## config.mk

```make
export PLATFORM = sky130hd
export DESIGN_NAME = speaker_tone_sequencer
export DESIGN_NICKNAME = d
export VERILOG_FILES = /design/src/hdl/sts_pkg.sv /design/src/hdl/speaker_tone_sequencer.sv
export SDC_FILE = /design/constraint.sdc
export NUM_CORES = 2
export LEC_CHECK = 0
export BUFFER_PORTS_ARGS = -buffer_cell sky130_fd_sc_hd__buf_2
export CAP_MARGIN = 15
export CORE_UTILIZATION = 45
export CTS_BUF_LIST = sky130_fd_sc_hd__clkbuf_8 sky130_fd_sc_hd__clkbuf_16
export CTS_CLUSTER_SIZE = 30
export DETAILED_ROUTE_END_ITERATION = 6
export PLACE_DENSITY_LB_ADDON = 0.25
export SETUP_SLACK_MARGIN = 0.05
export SYNTH_ARGS = -nofsm -noshare
export SYNTH_HDL_FRONTEND = slang
export SYNTH_SLANG_ARGS = --single-unit
export TNS_END_PERCENT = 100
```

## constraint.sdc

```tcl
create_clock -name clk_i -period 6.8 [get_ports clk_i]
set_input_delay 0.34 -clock clk_i [delete_from_list [all_inputs] [get_ports clk_i]]
set_output_delay 0.34 -clock clk_i [all_outputs]
set_load 0.05 [all_outputs]
```

## src/hdl/sts_pkg.sv

```systemverilog
// ----------------------------------------------------------------------------
// sts_pkg
// Shared types and constants for the speaker tone sequencer and its checker.
// ----------------------------------------------------------------------------
package sts_pkg;

  localparam int unsigned FIFO_DEPTH = 64;

  localparam int unsigned FREQ_W     = 16;
  localparam int unsigned MS_W       = 16;
  localparam int unsigned SLOTS_W    = 7;
  localparam int unsigned IN_DATA_W  = 32;
  localparam int unsigned OUT_DATA_W = 32;

  // timer input clock in hertz, dividend of the speaker divisor
  localparam int unsigned DIV_W = 21;
  localparam logic [DIV_W-1:0] PIT_CLOCK_HZ = 21'd1193180;
  localparam int unsigned DIV_CNT_W = $clog2(DIV_W);

  // length of one timer tick in milliseconds
  localparam logic [MS_W-1:0] TICK_MS = 16'd10;

  typedef enum logic {
    REQ_APPEND = 1'b0,
    REQ_TICK   = 1'b1
  } sts_req_e;

  typedef enum logic [2:0] {
    ST_IDLE,
    ST_HEAD,
    ST_ABSORB,
    ST_DIVIDE,
    ST_FINISH
  } sts_state_e;

  // one result item, accepted in the lowest bit
  typedef struct packed {
    logic               tune_done;
    logic               half_free;
    logic [SLOTS_W-1:0] free_slots;
    logic [15:0]        divisor;
    logic               speaker_on;
    logic               accepted;
  } sts_result_t;

  localparam int unsigned RESULT_W = $bits(sts_result_t);

endpackage

```

## src/hdl/speaker_tone_sequencer.sv

```systemverilog
// ----------------------------------------------------------------------------
// speaker_tone_sequencer
// Tone packet ring buffer in a synchronous memory that paces a speaker timer.
// ----------------------------------------------------------------------------
// Path to the result register, output free: an append or a tick with nothing to play
// loads it from FINISH, a tick that pops the end marker reads the head first,
// and a sounding tick runs the 21-step divisor unit, after the head read when it
// pops a packet and after a memory read per follower while a short tone merges.
// Throughput: one item at a time, the next transfer is taken once the result
// sits in the output register. Reset clears state, pointers, counts, tone and valid, not data.

module speaker_tone_sequencer #(
  parameter int unsigned FifoDepth = sts_pkg::FIFO_DEPTH
) (
  input  logic                             clk_i,
  input  logic                             rst_ni,
  input  logic                             s_axis_tvalid_i,
  output logic                             s_axis_tready_o,
  input  logic [sts_pkg::IN_DATA_W-1:0]    s_axis_tdata_i,  // tone_freq, tone_ms
  input  logic                             s_axis_tuser_i,  // req_type
  output logic                             m_axis_tvalid_o,
  input  logic                             m_axis_tready_i,
  // accepted, speaker_on, divisor, free_slots, half_free, tune_done, zero pad
  output logic [sts_pkg::OUT_DATA_W-1:0]   m_axis_tdata_o
);
  import sts_pkg::*;

  localparam int unsigned PtrW = (FifoDepth > 1) ? $clog2(FifoDepth) : 1;
  localparam int unsigned CntW = $clog2(FifoDepth + 1);
  localparam logic [PtrW-1:0] LastIdx  = PtrW'(FifoDepth - 1);
  localparam logic [CntW-1:0] DepthCnt = CntW'(FifoDepth);
  localparam logic [CntW-1:0] HalfCnt  = CntW'(FifoDepth / 2);
  localparam logic [DIV_CNT_W-1:0] DivLast = DIV_CNT_W'(DIV_W - 1);

  // packet store
  logic [FREQ_W+MS_W-1:0] mem_q [FifoDepth];
  logic                   mem_we, mem_re;
  logic [PtrW-1:0]        mem_waddr, mem_raddr;
  logic [FREQ_W+MS_W-1:0] mem_wdata, mem_rdata_q;

  sts_state_e state_q, state_d;

  logic [PtrW-1:0]   wp_q, wp_d, rp_q, rp_d;
  logic [CntW-1:0]   free_q, free_d;
  logic [FREQ_W-1:0] cur_q, cur_d;
  logic [MS_W-1:0]   rem_q, rem_d;
  logic [3:0]        sum_q, sum_d;

  logic [DIV_W-1:0]     dvd_q, dvd_d;
  logic [15:0]          drem_q, drem_d;
  logic [DIV_CNT_W-1:0] cnt_q, cnt_d;

  logic        res_acc_q, res_acc_d, res_spk_q, res_spk_d, res_done_q, res_done_d;
  logic [15:0] res_div_q, res_div_d;

  logic        m_valid_q, m_valid_d;
  sts_result_t m_data_q, m_data_d;

  // decodes
  logic              in_fire, out_free, is_tick, fifo_full, fifo_empty, more_after_pop;
  logic [FREQ_W-1:0] in_freq, head_f;
  logic [MS_W-1:0]   in_ms, head_d, rem_less, head_less;
  logic              head_marker;
  logic [PtrW-1:0]   wp_next, rp_next;
  logic [CntW-1:0]   free_inc;
  logic [MS_W:0]     sum_ext;
  logic [16:0]       trial, trial_diff;
  logic              trial_ge;
  logic [DIV_W-1:0]  quo_fin;

  assign s_axis_tready_o = (state_q == ST_IDLE);
  assign in_fire   = s_axis_tvalid_i & s_axis_tready_o;
  assign out_free  = ~m_valid_q | m_axis_tready_i;
  assign is_tick   = (s_axis_tuser_i == REQ_TICK);
  assign in_freq   = s_axis_tdata_i[FREQ_W-1:0];
  assign in_ms     = s_axis_tdata_i[FREQ_W+MS_W-1:FREQ_W];

  assign fifo_full      = (free_q == '0);
  assign fifo_empty     = (free_q == DepthCnt);
  assign free_inc       = free_q + CntW'(1);
  assign more_after_pop = (free_inc != DepthCnt);
  assign wp_next        = (wp_q == LastIdx) ? '0 : wp_q + PtrW'(1);
  assign rp_next        = (rp_q == LastIdx) ? '0 : rp_q + PtrW'(1);

  assign head_f      = mem_rdata_q[FREQ_W+MS_W-1:MS_W];
  assign head_d      = mem_rdata_q[MS_W-1:0];
  assign head_marker = (mem_rdata_q == '0);
  assign rem_less    = rem_q - TICK_MS;
  assign head_less   = head_d - TICK_MS;
  assign sum_ext     = {{(MS_W-3){1'b0}}, sum_q} + {1'b0, head_d};

  // one restoring division step per cycle
  assign trial      = {drem_q, dvd_q[DIV_W-1]};
  assign trial_ge   = (trial >= {1'b0, cur_q});
  assign trial_diff = trial - {1'b0, cur_q};
  assign quo_fin    = {dvd_q[DIV_W-2:0], trial_ge};

  // next state
  always_comb begin
    state_d = state_q;
    unique case (state_q)
      ST_IDLE: begin
        if (in_fire) begin
          if (!is_tick) begin
            state_d = ST_FINISH;
          end else if (rem_q >= TICK_MS) begin
            state_d = ST_DIVIDE;
          end else if (!fifo_empty) begin
            state_d = ST_HEAD;
          end else begin
            state_d = ST_FINISH;
          end
        end
      end
      ST_HEAD: begin
        if (head_marker) begin
          state_d = ST_FINISH;
        end else if (head_d >= TICK_MS || !more_after_pop) begin
          state_d = ST_DIVIDE;
        end else begin
          state_d = ST_ABSORB;
        end
      end
      ST_ABSORB: begin
        if (!head_marker && sum_ext < {1'b0, TICK_MS} && more_after_pop) begin
          state_d = ST_ABSORB;
        end else begin
          state_d = ST_DIVIDE;
        end
      end
      ST_DIVIDE: begin
        if (cnt_q == DivLast) begin
          state_d = ST_FINISH;
        end
      end
      ST_FINISH: begin
        if (out_free) begin
          state_d = ST_IDLE;
        end
      end
      default: state_d = ST_IDLE;
    endcase
  end

  // datapath and memory control
  always_comb begin
    wp_d       = wp_q;
    rp_d       = rp_q;
    free_d     = free_q;
    cur_d      = cur_q;
    rem_d      = rem_q;
    sum_d      = sum_q;
    dvd_d      = dvd_q;
    drem_d     = drem_q;
    cnt_d      = cnt_q;
    res_acc_d  = res_acc_q;
    res_spk_d  = res_spk_q;
    res_div_d  = res_div_q;
    res_done_d = res_done_q;
    m_data_d   = m_data_q;
    m_valid_d  = m_valid_q & ~m_axis_tready_i;
    mem_we     = 1'b0;
    mem_re     = 1'b0;
    mem_waddr  = wp_q;
    mem_raddr  = rp_q;
    mem_wdata  = {in_freq, in_ms};

    unique case (state_q)
      ST_IDLE: begin
        if (in_fire) begin
          res_acc_d  = 1'b0;
          res_spk_d  = 1'b0;
          res_div_d  = '0;
          res_done_d = 1'b0;
          if (!is_tick) begin
            if (!fifo_full) begin
              mem_we    = 1'b1;
              wp_d      = wp_next;
              free_d    = free_q - CntW'(1);
              res_acc_d = 1'b1;
            end
          end else if (rem_q >= TICK_MS) begin
            rem_d = (rem_less < TICK_MS) ? '0 : rem_less;
          end else if (!fifo_empty) begin
            mem_re = 1'b1;
          end else begin
            cur_d = '0;
          end
        end
      end
      ST_HEAD: begin
        rp_d   = rp_next;
        free_d = free_inc;
        if (head_marker) begin
          cur_d      = '0;
          rem_d      = '0;
          res_done_d = 1'b1;
        end else if (head_d >= TICK_MS) begin
          cur_d = head_f;
          rem_d = (head_less < TICK_MS) ? '0 : head_less;
        end else begin
          // short tone, start soaking up the following packets
          cur_d = head_f;
          rem_d = '0;
          sum_d = head_d[3:0];
          if (more_after_pop) begin
            mem_re    = 1'b1;
            mem_raddr = rp_next;
          end
        end
      end
      ST_ABSORB: begin
        if (!head_marker) begin
          if (sum_ext == {1'b0, TICK_MS}) begin
            rp_d   = rp_next;
            free_d = free_inc;
          end else if (sum_ext > {1'b0, TICK_MS}) begin
            // leftover stays in the packet where the tick runs out
            mem_we    = 1'b1;
            mem_waddr = rp_q;
            mem_wdata = {head_f, sum_ext[MS_W-1:0] - TICK_MS};
          end else begin
            rp_d   = rp_next;
            free_d = free_inc;
            sum_d  = sum_ext[3:0];
            if (more_after_pop) begin
              mem_re    = 1'b1;
              mem_raddr = rp_next;
            end
          end
        end
      end
      ST_DIVIDE: begin
        dvd_d  = quo_fin;
        drem_d = trial_ge ? trial_diff[15:0] : trial[15:0];
        cnt_d  = cnt_q + DIV_CNT_W'(1);
        if (cnt_q == DivLast) begin
          res_spk_d = (cur_q != '0);
          if (cur_q == '0) begin
            res_div_d = '0;
          end else if (quo_fin[DIV_W-1:16] != '0) begin
            res_div_d = '1;
          end else begin
            res_div_d = quo_fin[15:0];
          end
        end
      end
      ST_FINISH: begin
        if (out_free) begin
          m_valid_d           = 1'b1;
          m_data_d.accepted   = res_acc_q;
          m_data_d.speaker_on = res_spk_q;
          m_data_d.divisor    = res_div_q;
          m_data_d.free_slots = SLOTS_W'(free_q);
          m_data_d.half_free  = (free_q >= HalfCnt);
          m_data_d.tune_done  = res_done_q;
        end
      end
      default: ;
    endcase

    if (state_d == ST_DIVIDE && state_q != ST_DIVIDE) begin
      dvd_d  = PIT_CLOCK_HZ;
      drem_d = '0;
      cnt_d  = '0;
    end
  end

  always_ff @(posedge clk_i) begin
    if (mem_we) begin
      mem_q[mem_waddr] <= mem_wdata;
    end
  end

  always_ff @(posedge clk_i) begin
    if (mem_re) begin
      mem_rdata_q <= mem_q[mem_raddr];
    end
  end

  always_ff @(posedge clk_i or negedge rst_ni) begin
    if (!rst_ni) begin
      state_q   <= ST_IDLE;
      wp_q      <= '0;
      rp_q      <= '0;
      free_q    <= DepthCnt;
      cur_q     <= '0;
      rem_q     <= '0;
      sum_q     <= '0;
      cnt_q     <= '0;
      m_valid_q <= 1'b0;
    end else begin
      state_q   <= state_d;
      wp_q      <= wp_d;
      rp_q      <= rp_d;
      free_q    <= free_d;
      cur_q     <= cur_d;
      rem_q     <= rem_d;
      sum_q     <= sum_d;
      cnt_q     <= cnt_d;
      m_valid_q <= m_valid_d;
    end
  end

  always_ff @(posedge clk_i) begin
    dvd_q      <= dvd_d;
    drem_q     <= drem_d;
    res_acc_q  <= res_acc_d;
    res_spk_q  <= res_spk_d;
    res_div_q  <= res_div_d;
    res_done_q <= res_done_d;
    m_data_q   <= m_data_d;
  end

  assign m_axis_tvalid_o = m_valid_q;
  assign m_axis_tdata_o  = {{(OUT_DATA_W-RESULT_W){1'b0}}, m_data_q};

endmodule

```

# After elaboration in Yosys (flattened, before gate mapping)
# Memories as Yosys holds them, arrays and structs flattened. A register that Yosys moved wholly into a read port is not among the register bits.
# Cells that the tools add are included.
[totals] register_bits=147 mem_bits_rw=2048 in_bits=37 out_inout_bits=34 wordCells=194 memories=1
[memory_table] name="mem_q" words=64 width=32 rd=1 rd_clocked_by_memory_dff=1 wr=1 line_no="speaker_tone_sequencer.sv:36" rtl="logic [FREQ_W+MS_W-1:0] mem_q [FifoDepth];"
[classes] add_sub_neg=10 n_lt_le_gt_ge=8 n_eq_ne=27 n_mux=93 n_bitwise=7 n_reduce_logical=27
[ops] cell="two-way mux 16 bit" n=17
[ops] cell="two-way mux 32 bit" n=4
[ops] cell="one-hot mux 16 bit (2 select lines)" n=3
[ops] cell="two-way mux 6 bit" n=15
[ops] cell="subtractor 16 x 4 -> 16 bit, second input constant" n=3
[ops] cell="two-way mux 7 bit" n=6
[ops] cell="greater-or-equal comparator 16 x 4 -> 1 bit, second input constant" n=2
[ops] cell="zero test 32 bit" n=1
[ops] cell="< comparator 16 x 4 -> 1 bit, second input constant" n=2
[ops] cell="two-way mux 1 bit" n=25
[ops] cell="one-hot mux 6 bit (2 select lines)" n=2
[ops] cell="two-way mux 3 bit" n=7
[ops] cell="one-hot mux 7 bit (3 select lines)" n=1
[ops] cell="two-way mux 4 bit" n=5
[ops] cell="inequality test 2 bit, second input constant" n=10
[ops] cell="adder 4 x 16 -> 17 bit" n=1
[ops] cell="equality test 17 x 4 -> 1 bit, second input constant" n=1
[ops] cell="greater-or-equal comparator 17 x 16 -> 1 bit" n=1
[ops] cell="> comparator 17 x 4 -> 1 bit, second input constant" n=1
[ops] cell="< comparator 17 x 4 -> 1 bit, second input constant" n=1
[ops] cell="zero test 16 bit" n=1
[ops] cell="nonzero test 16 bit" n=1
[ops] cell="subtractor 16 bit" n=1
[ops] cell="one-hot mux 3 bit (5 select lines)" n=1
[ops] cell="other kinds (35)" n=60

# Depth between registers and ports, before layout
[depth] word_depth=10 depth_mapped=21 ltp_nobuf=15

# Worst setup path after synthesis
# OpenSTA, ideal clock, no wires.
[synth_path] path_type="register -> register" start="reg mem_rdata_q[0] (read register of mem_q)" end="mem mem_q[0][15] (netlist bit), data pin" setup_time_ns=0.702 t_arrival_ns=5.991 required_ns=6.098 slack_ns=0.108 stages_incl_launch_ff=15 path_buffers=0 period_less_slack_ns=6.692 path_cell_list="edfxtp_1 -> ha_1 -> inv_1 -> fa_1 -> nand2b_1 -> a21o_1 -> xnor2_1 -> a21boi_0 -> nand2_1 -> or2_2 -> nor2_1 -> or4b_2 -> o21ai_0 -> xnor2_1 -> o21ai_0"
[synth_via] elab_chain_len=6 elab_cells_between_ends=9 cone_classes="add/sub: 2; order compare: 1; eq/ne: 1; mux: 4; reduce/logical: 1"
[synth_lines] element="from (decl)" line_no="speaker_tone_sequencer.sv:39" rtl="logic [FREQ_W+MS_W-1:0] mem_wdata, mem_rdata_q;"
[synth_lines] element="adder 4 x 16 -> 17 bit" line_no="speaker_tone_sequencer.sv:90" rtl="assign sum_ext = {{(MS_W-3){1'b0}}, sum_q} + {1'b0, head_d};"
[synth_lines] element="subtractor 16 x 4 -> 16 bit or > comparator 17 x 4 -> 1 bit (tied branches)" line_no="speaker_tone_sequencer.sv:221, speaker_tone_sequencer.sv:217"
[synth_lines] element="two-way mux 32 bit" line_no="speaker_tone_sequencer.sv:217" rtl="end else if (sum_ext > {1'b0, TICK_MS}) begin"
[synth_lines] element="two-way mux 32 bit" line_no="speaker_tone_sequencer.sv:214" rtl="if (sum_ext == {1'b0, TICK_MS}) begin"
[synth_lines] element="two-way mux 32 bit *" line_no="speaker_tone_sequencer.sv:213" rtl="if (!head_marker) begin"
[synth_lines] element="two-way mux 32 bit *" line_no="speaker_tone_sequencer.sv:168" rtl="unique case (state_q)"
[synth_lines] element="net mem_wdata[15]" line_no="speaker_tone_sequencer.sv:39"
[synth_lines] element="to (decl)" line_no="speaker_tone_sequencer.sv:36"
# The timed path passes the listed nets; every way through them passes the cells marked *.

# Worst setup path after layout
[layout_path] start="reg mem_rdata_q[0] (read register of mem_q)" end="reg mem_rdata_q[7] (read register of mem_q), data pin"
[layout_via] elab_chain_len=6 elab_cells_between_ends=17 cone_classes="add/sub: 1; order compare: 2; eq/ne: 1; mux: 12; reduce/logical: 1"
[layout_lines] element="adder 4 x 16 -> 17 bit" line_no="speaker_tone_sequencer.sv:90"
[layout_lines] element="> comparator 17 x 4 -> 1 bit" line_no="speaker_tone_sequencer.sv:217"
[layout_lines] element="two-way mux 1 bit or two-way mux 6 bit (tied branches)" line_no="speaker_tone_sequencer.sv:217"
[layout_lines] element="two-way mux 1 bit or two-way mux 6 bit (tied branches)" line_no="speaker_tone_sequencer.sv:214"
[layout_lines] element="two-way mux 1 bit or two-way mux 6 bit (tied branches)" line_no="speaker_tone_sequencer.sv:213"
[layout_lines] element="one-hot mux 1 bit (3 select lines) or one-hot mux 6 bit (2 select lines) (tied branches)" line_no="speaker_tone_sequencer.sv:168"
# Parallel ways exist; a longest one is shown, timed or not.
# A chain may end at the register's enable or synchronous reset.

==> results_dict.tcl <==
set metrics [dict create \
    status "finished with violations" \
    failed_checks "DRC" \
    layout.nets 6964 \
    ir_drop_mv 0.368 \
    whs_path_depth 3 \
    cpPeakStageDelay_ns 0.57 \
    antenna_found_initial 13 \
    drt_wl_total_mm 325 \
    critPathTopFamily "simple AND/OR/NAND/NOR gates" \
    synth_top_cell_area_share 0.702 \
    syn_to_final_growth_pct 14.5 \
    required_ns 7.38 \
    ant_nets 0 \
    setup-violations-final 0 \
    cts_setup_buffers 0 \
    p_per_area_nw_per_um2 449 \
    rsz0062_at_grt "yes" \
    p_sw_frac 0.396 \
    design_area_sq_um 104000 \
    slew_headroom 0.0967 \
    cts_sinks 2227 \
    core-area_sq_um 200000 \
    critPathBufInv 5 \
    portBuffers 65 \
    layout_common_cells "2,126 x edfxtp_1, 1,386 x nand2_1, 377 x nand3_1" \
    setup.worst_path.class "reg -> reg" \
    synthArstFlopShare 0.0287 \
    cts_inserted_buffers 218 \
    clkLatencyLatePin_ns 0.90 \
    grt_pass1_vias 57200 \
    cts_buffer_depth 3 \
    pre_cts_slack_ns 0.0460 \
    skew_ns 0.0527 \
    row_count 164 \
    ys_ff_latch 2227 \
    grt_max_degree 68 \
    vias_per_cell 6.42 \
    seqPwrFrac 0.370 \
    route.detailed.drc 1 \
    synth.avg_cell_area_sq_um 13.7 \
    power.leakage_uw 0.0358 \
    die-height_microns 451 \
    ys_top_cells_by_area "edfxtp_1 70%, nand2_1 5.7%, mux2i_1 2.7%" \
    firstDrtPassIters 7 \
    overflow 0 \
    hold_viol_final 0 \
    path_max_fanout 32 \
    final-max-slew-violation-count 0 \
    gp_congestion 0.943 \
    syn_inst 6617 \
    synth-warning-count 0 \
    arrival_ns 7.26 \
    hp-class "in -> reg" \
    die_w_microns 451 \
    power_frac_comb 0.384 \
    max_freq_ghz 0.150 \
    slowest_stage "nor2_4" \
    place_hpwl_mm 198 \
    grt_usage 0.313 \
    internal_power_uw 28300 \
    placed_area_sq_um 97200 \
    crit_path_frequent_cell "buf_4" \
    ys_types 99 \
    drive_above_1_share 0.129 \
    synth_flop_cell "edfxtp_1" \
    clockPowerShare 0.247 \
    die_area_sq_um 204000 \
    min_period_ns 6.68 \
    seq_area_frac_synth 0.728 \
    fin_crit_sh 0.982 \
    synth_top_area_cell "edfxtp_1" \
    vias 62600 \
    grt_pass1_wl_mm 450 \
    reg2reg_depth 19 \
    initial_core_util 0.454 \
    critPathCaptureType "flip-flop" \
    io_pins 71 \
    synthesis.area_sq_um 90900 \
    cp-start-kind "flip-flop" \
    layout_setup_ws_ns 0.125 \
    worstMarginPinSlew_ns 1.34 \
    path_depth 19 \
    cts_root_buffer "clkbuf_16" \
    drt_iter0_markers 10800 \
    whs_ns 0.170 \
    power_switching_uw 18500 \
    wl_per_cell_microns 33.4 \
    cp_cell_sequence "ha_1 > inv_1 > fa_1 > nand2b_1 > a2111oi_4 > mux2i_1 > o22ai_1 > a2111o_1 > buf_4 > a21o_1 > nor2_4 > buf_12 > buf_4 > mux2i_1 > o22ai_1 > nor4_1 > buf_4 > nor3_1 > and4bb_2" \
    synth_edf_count 2126 \
    path_clk_slew_ns 0.07 \
    htreeDepth 4 \
    cts_tree "done" \
    drv_cap 0 \
    setup-tns-final_ns 0 \
    final_common_cell "edfxtp_1" \
]
[cell type report]
class	count	area (sq um)
clock buffer	219	5470
fill	16700	96100
antenna	4	10.0
multi-input combinational	3926	23300
clock inverter	186	1310
tap	2656	3320
timing repair buffer	467	4350
sequential	2227	66200
inverter	53	199
[power by group through the flow]
stage                     clock [uW]  combinational [uW]  sequential, uW
final                          11500               17900           17300
after global routing           12100               18500           17400
after CTS                      11600               17300           17300
after detailed placement           0               17200           17600
after global placement             0               17100           17600
after floorplan                    0                9690           17500
[per-stage QoR]
stage	util	cells	total power, uW
floorplan	-	6621	27200
global placement	0.485	9319	34600
detailed placement	0.485	9319	34800
CTS	0.520	9731	46200
global route	0.520	9734	48000
finish	0.520	9738	46800
[repair_timing]
| item | in CTS | in global routing |
|---|---|---|
| setup endpoints to repair | 2 | 5 |
| gates cloned | 0 | 0 |
| hold buffers | 7 | 0 |
| endpoints found under the hold margin | 85 | 0 |
| resized for setup | 1 | 6 |
[cells in the mapped netlist, drive strengths merged (13+ instances only)]
cell type	count
or3	15
o2111ai	15
mux2i	249
a22o	44
a2111oi	20
nor2	204
nand4	76
mux2	24
o21a	27
a31oi	155
a221o	14
clkbuf	145
dfxtp	37
a311o	13
o21ai	153
nor3	47
and3	182
dfrtp	63
xnor2	40
a21oi	221
nand3	377
nor4	30
nand2	1390
or4	17
o22ai	38
inv	53
a221oi	43
buf	270
a211oi	148
xor2	21
a32oi	62
ha	32
edfxtp	2126
o211ai	15
a22oi	54
a21o	16
[layer usage]
layer / part of all wire / GRT usage / vias up
met4: 0.054 / 0.146 / 10
met3: 0.13 / 0.0769 / 804
met1: 0.38 / 0.433 / 31200
met2: 0.44 / 0.467 / 4704
met5: 0.00019 / 0 / -
li1: - / - / 25800
[registers in the layout (all words and copies together) (netlist names), 3 cells and up]
signal          count
cur_q              16
state_q             3
dvd_q              21
free_q              7
cnt_q               5
rem_q              16
rp_q                6
wp_q                6
drem_q             16
res_div_q          16
m_axis_tdata_o     27
mem_q            2048
mem_rdata_q        32
sum_q               4
[path summary, 6_finish.rpt]
check	to	slack, ns	from
setup / recovery	mem_rdata_q[7]	0.12	mem_rdata_q[0]
hold / removal	mem_q[32][15]	0.17	s_axis_tdata_i[31]
setup reg to reg	mem_rdata_q[7]	0.12	mem_rdata_q[0]
hold reg to reg	m_axis_tdata_o[4]	0.42	res_div_q[2]
max in group asynchronous	rp_q[0]	6.00	rst_ni
min in group asynchronous	free_q[2]	0.18	rst_ni
[cell families after synthesis]
logic type / synth area share
AND/OR/NAND/NOR: 0.118
flip-flops: 0.728
AO/OA/AOI/OAI: 0.0873
buffers and inverters: 0.0252
multiplexers: 0.0304
XOR/XNOR: 0.00588
adder cells (fa/ha/maj): 0.00484
other: 0.0000412
[worst reg2reg max path, stage by stage, from the launching register on]
cell	delay, ns
edfxtp_1	0.42
ha_1	0.26
inv_1	0.07
fa_1	0.43
nand2b_1	0.30
a2111oi_4	0.55
mux2i_1	0.31
o22ai_1	0.22
a2111o_1	0.48
buf_4	0.23
a21o_1	0.24
nor2_4	0.57
buf_12	0.30
buf_4	0.42
mux2i_1	0.26
o22ai_1	0.10
nor4_1	0.51
buf_4	0.21
nor3_1	0.08
and4bb_2	0.40
No activity file was read; power rests on OpenSTA's default activity.
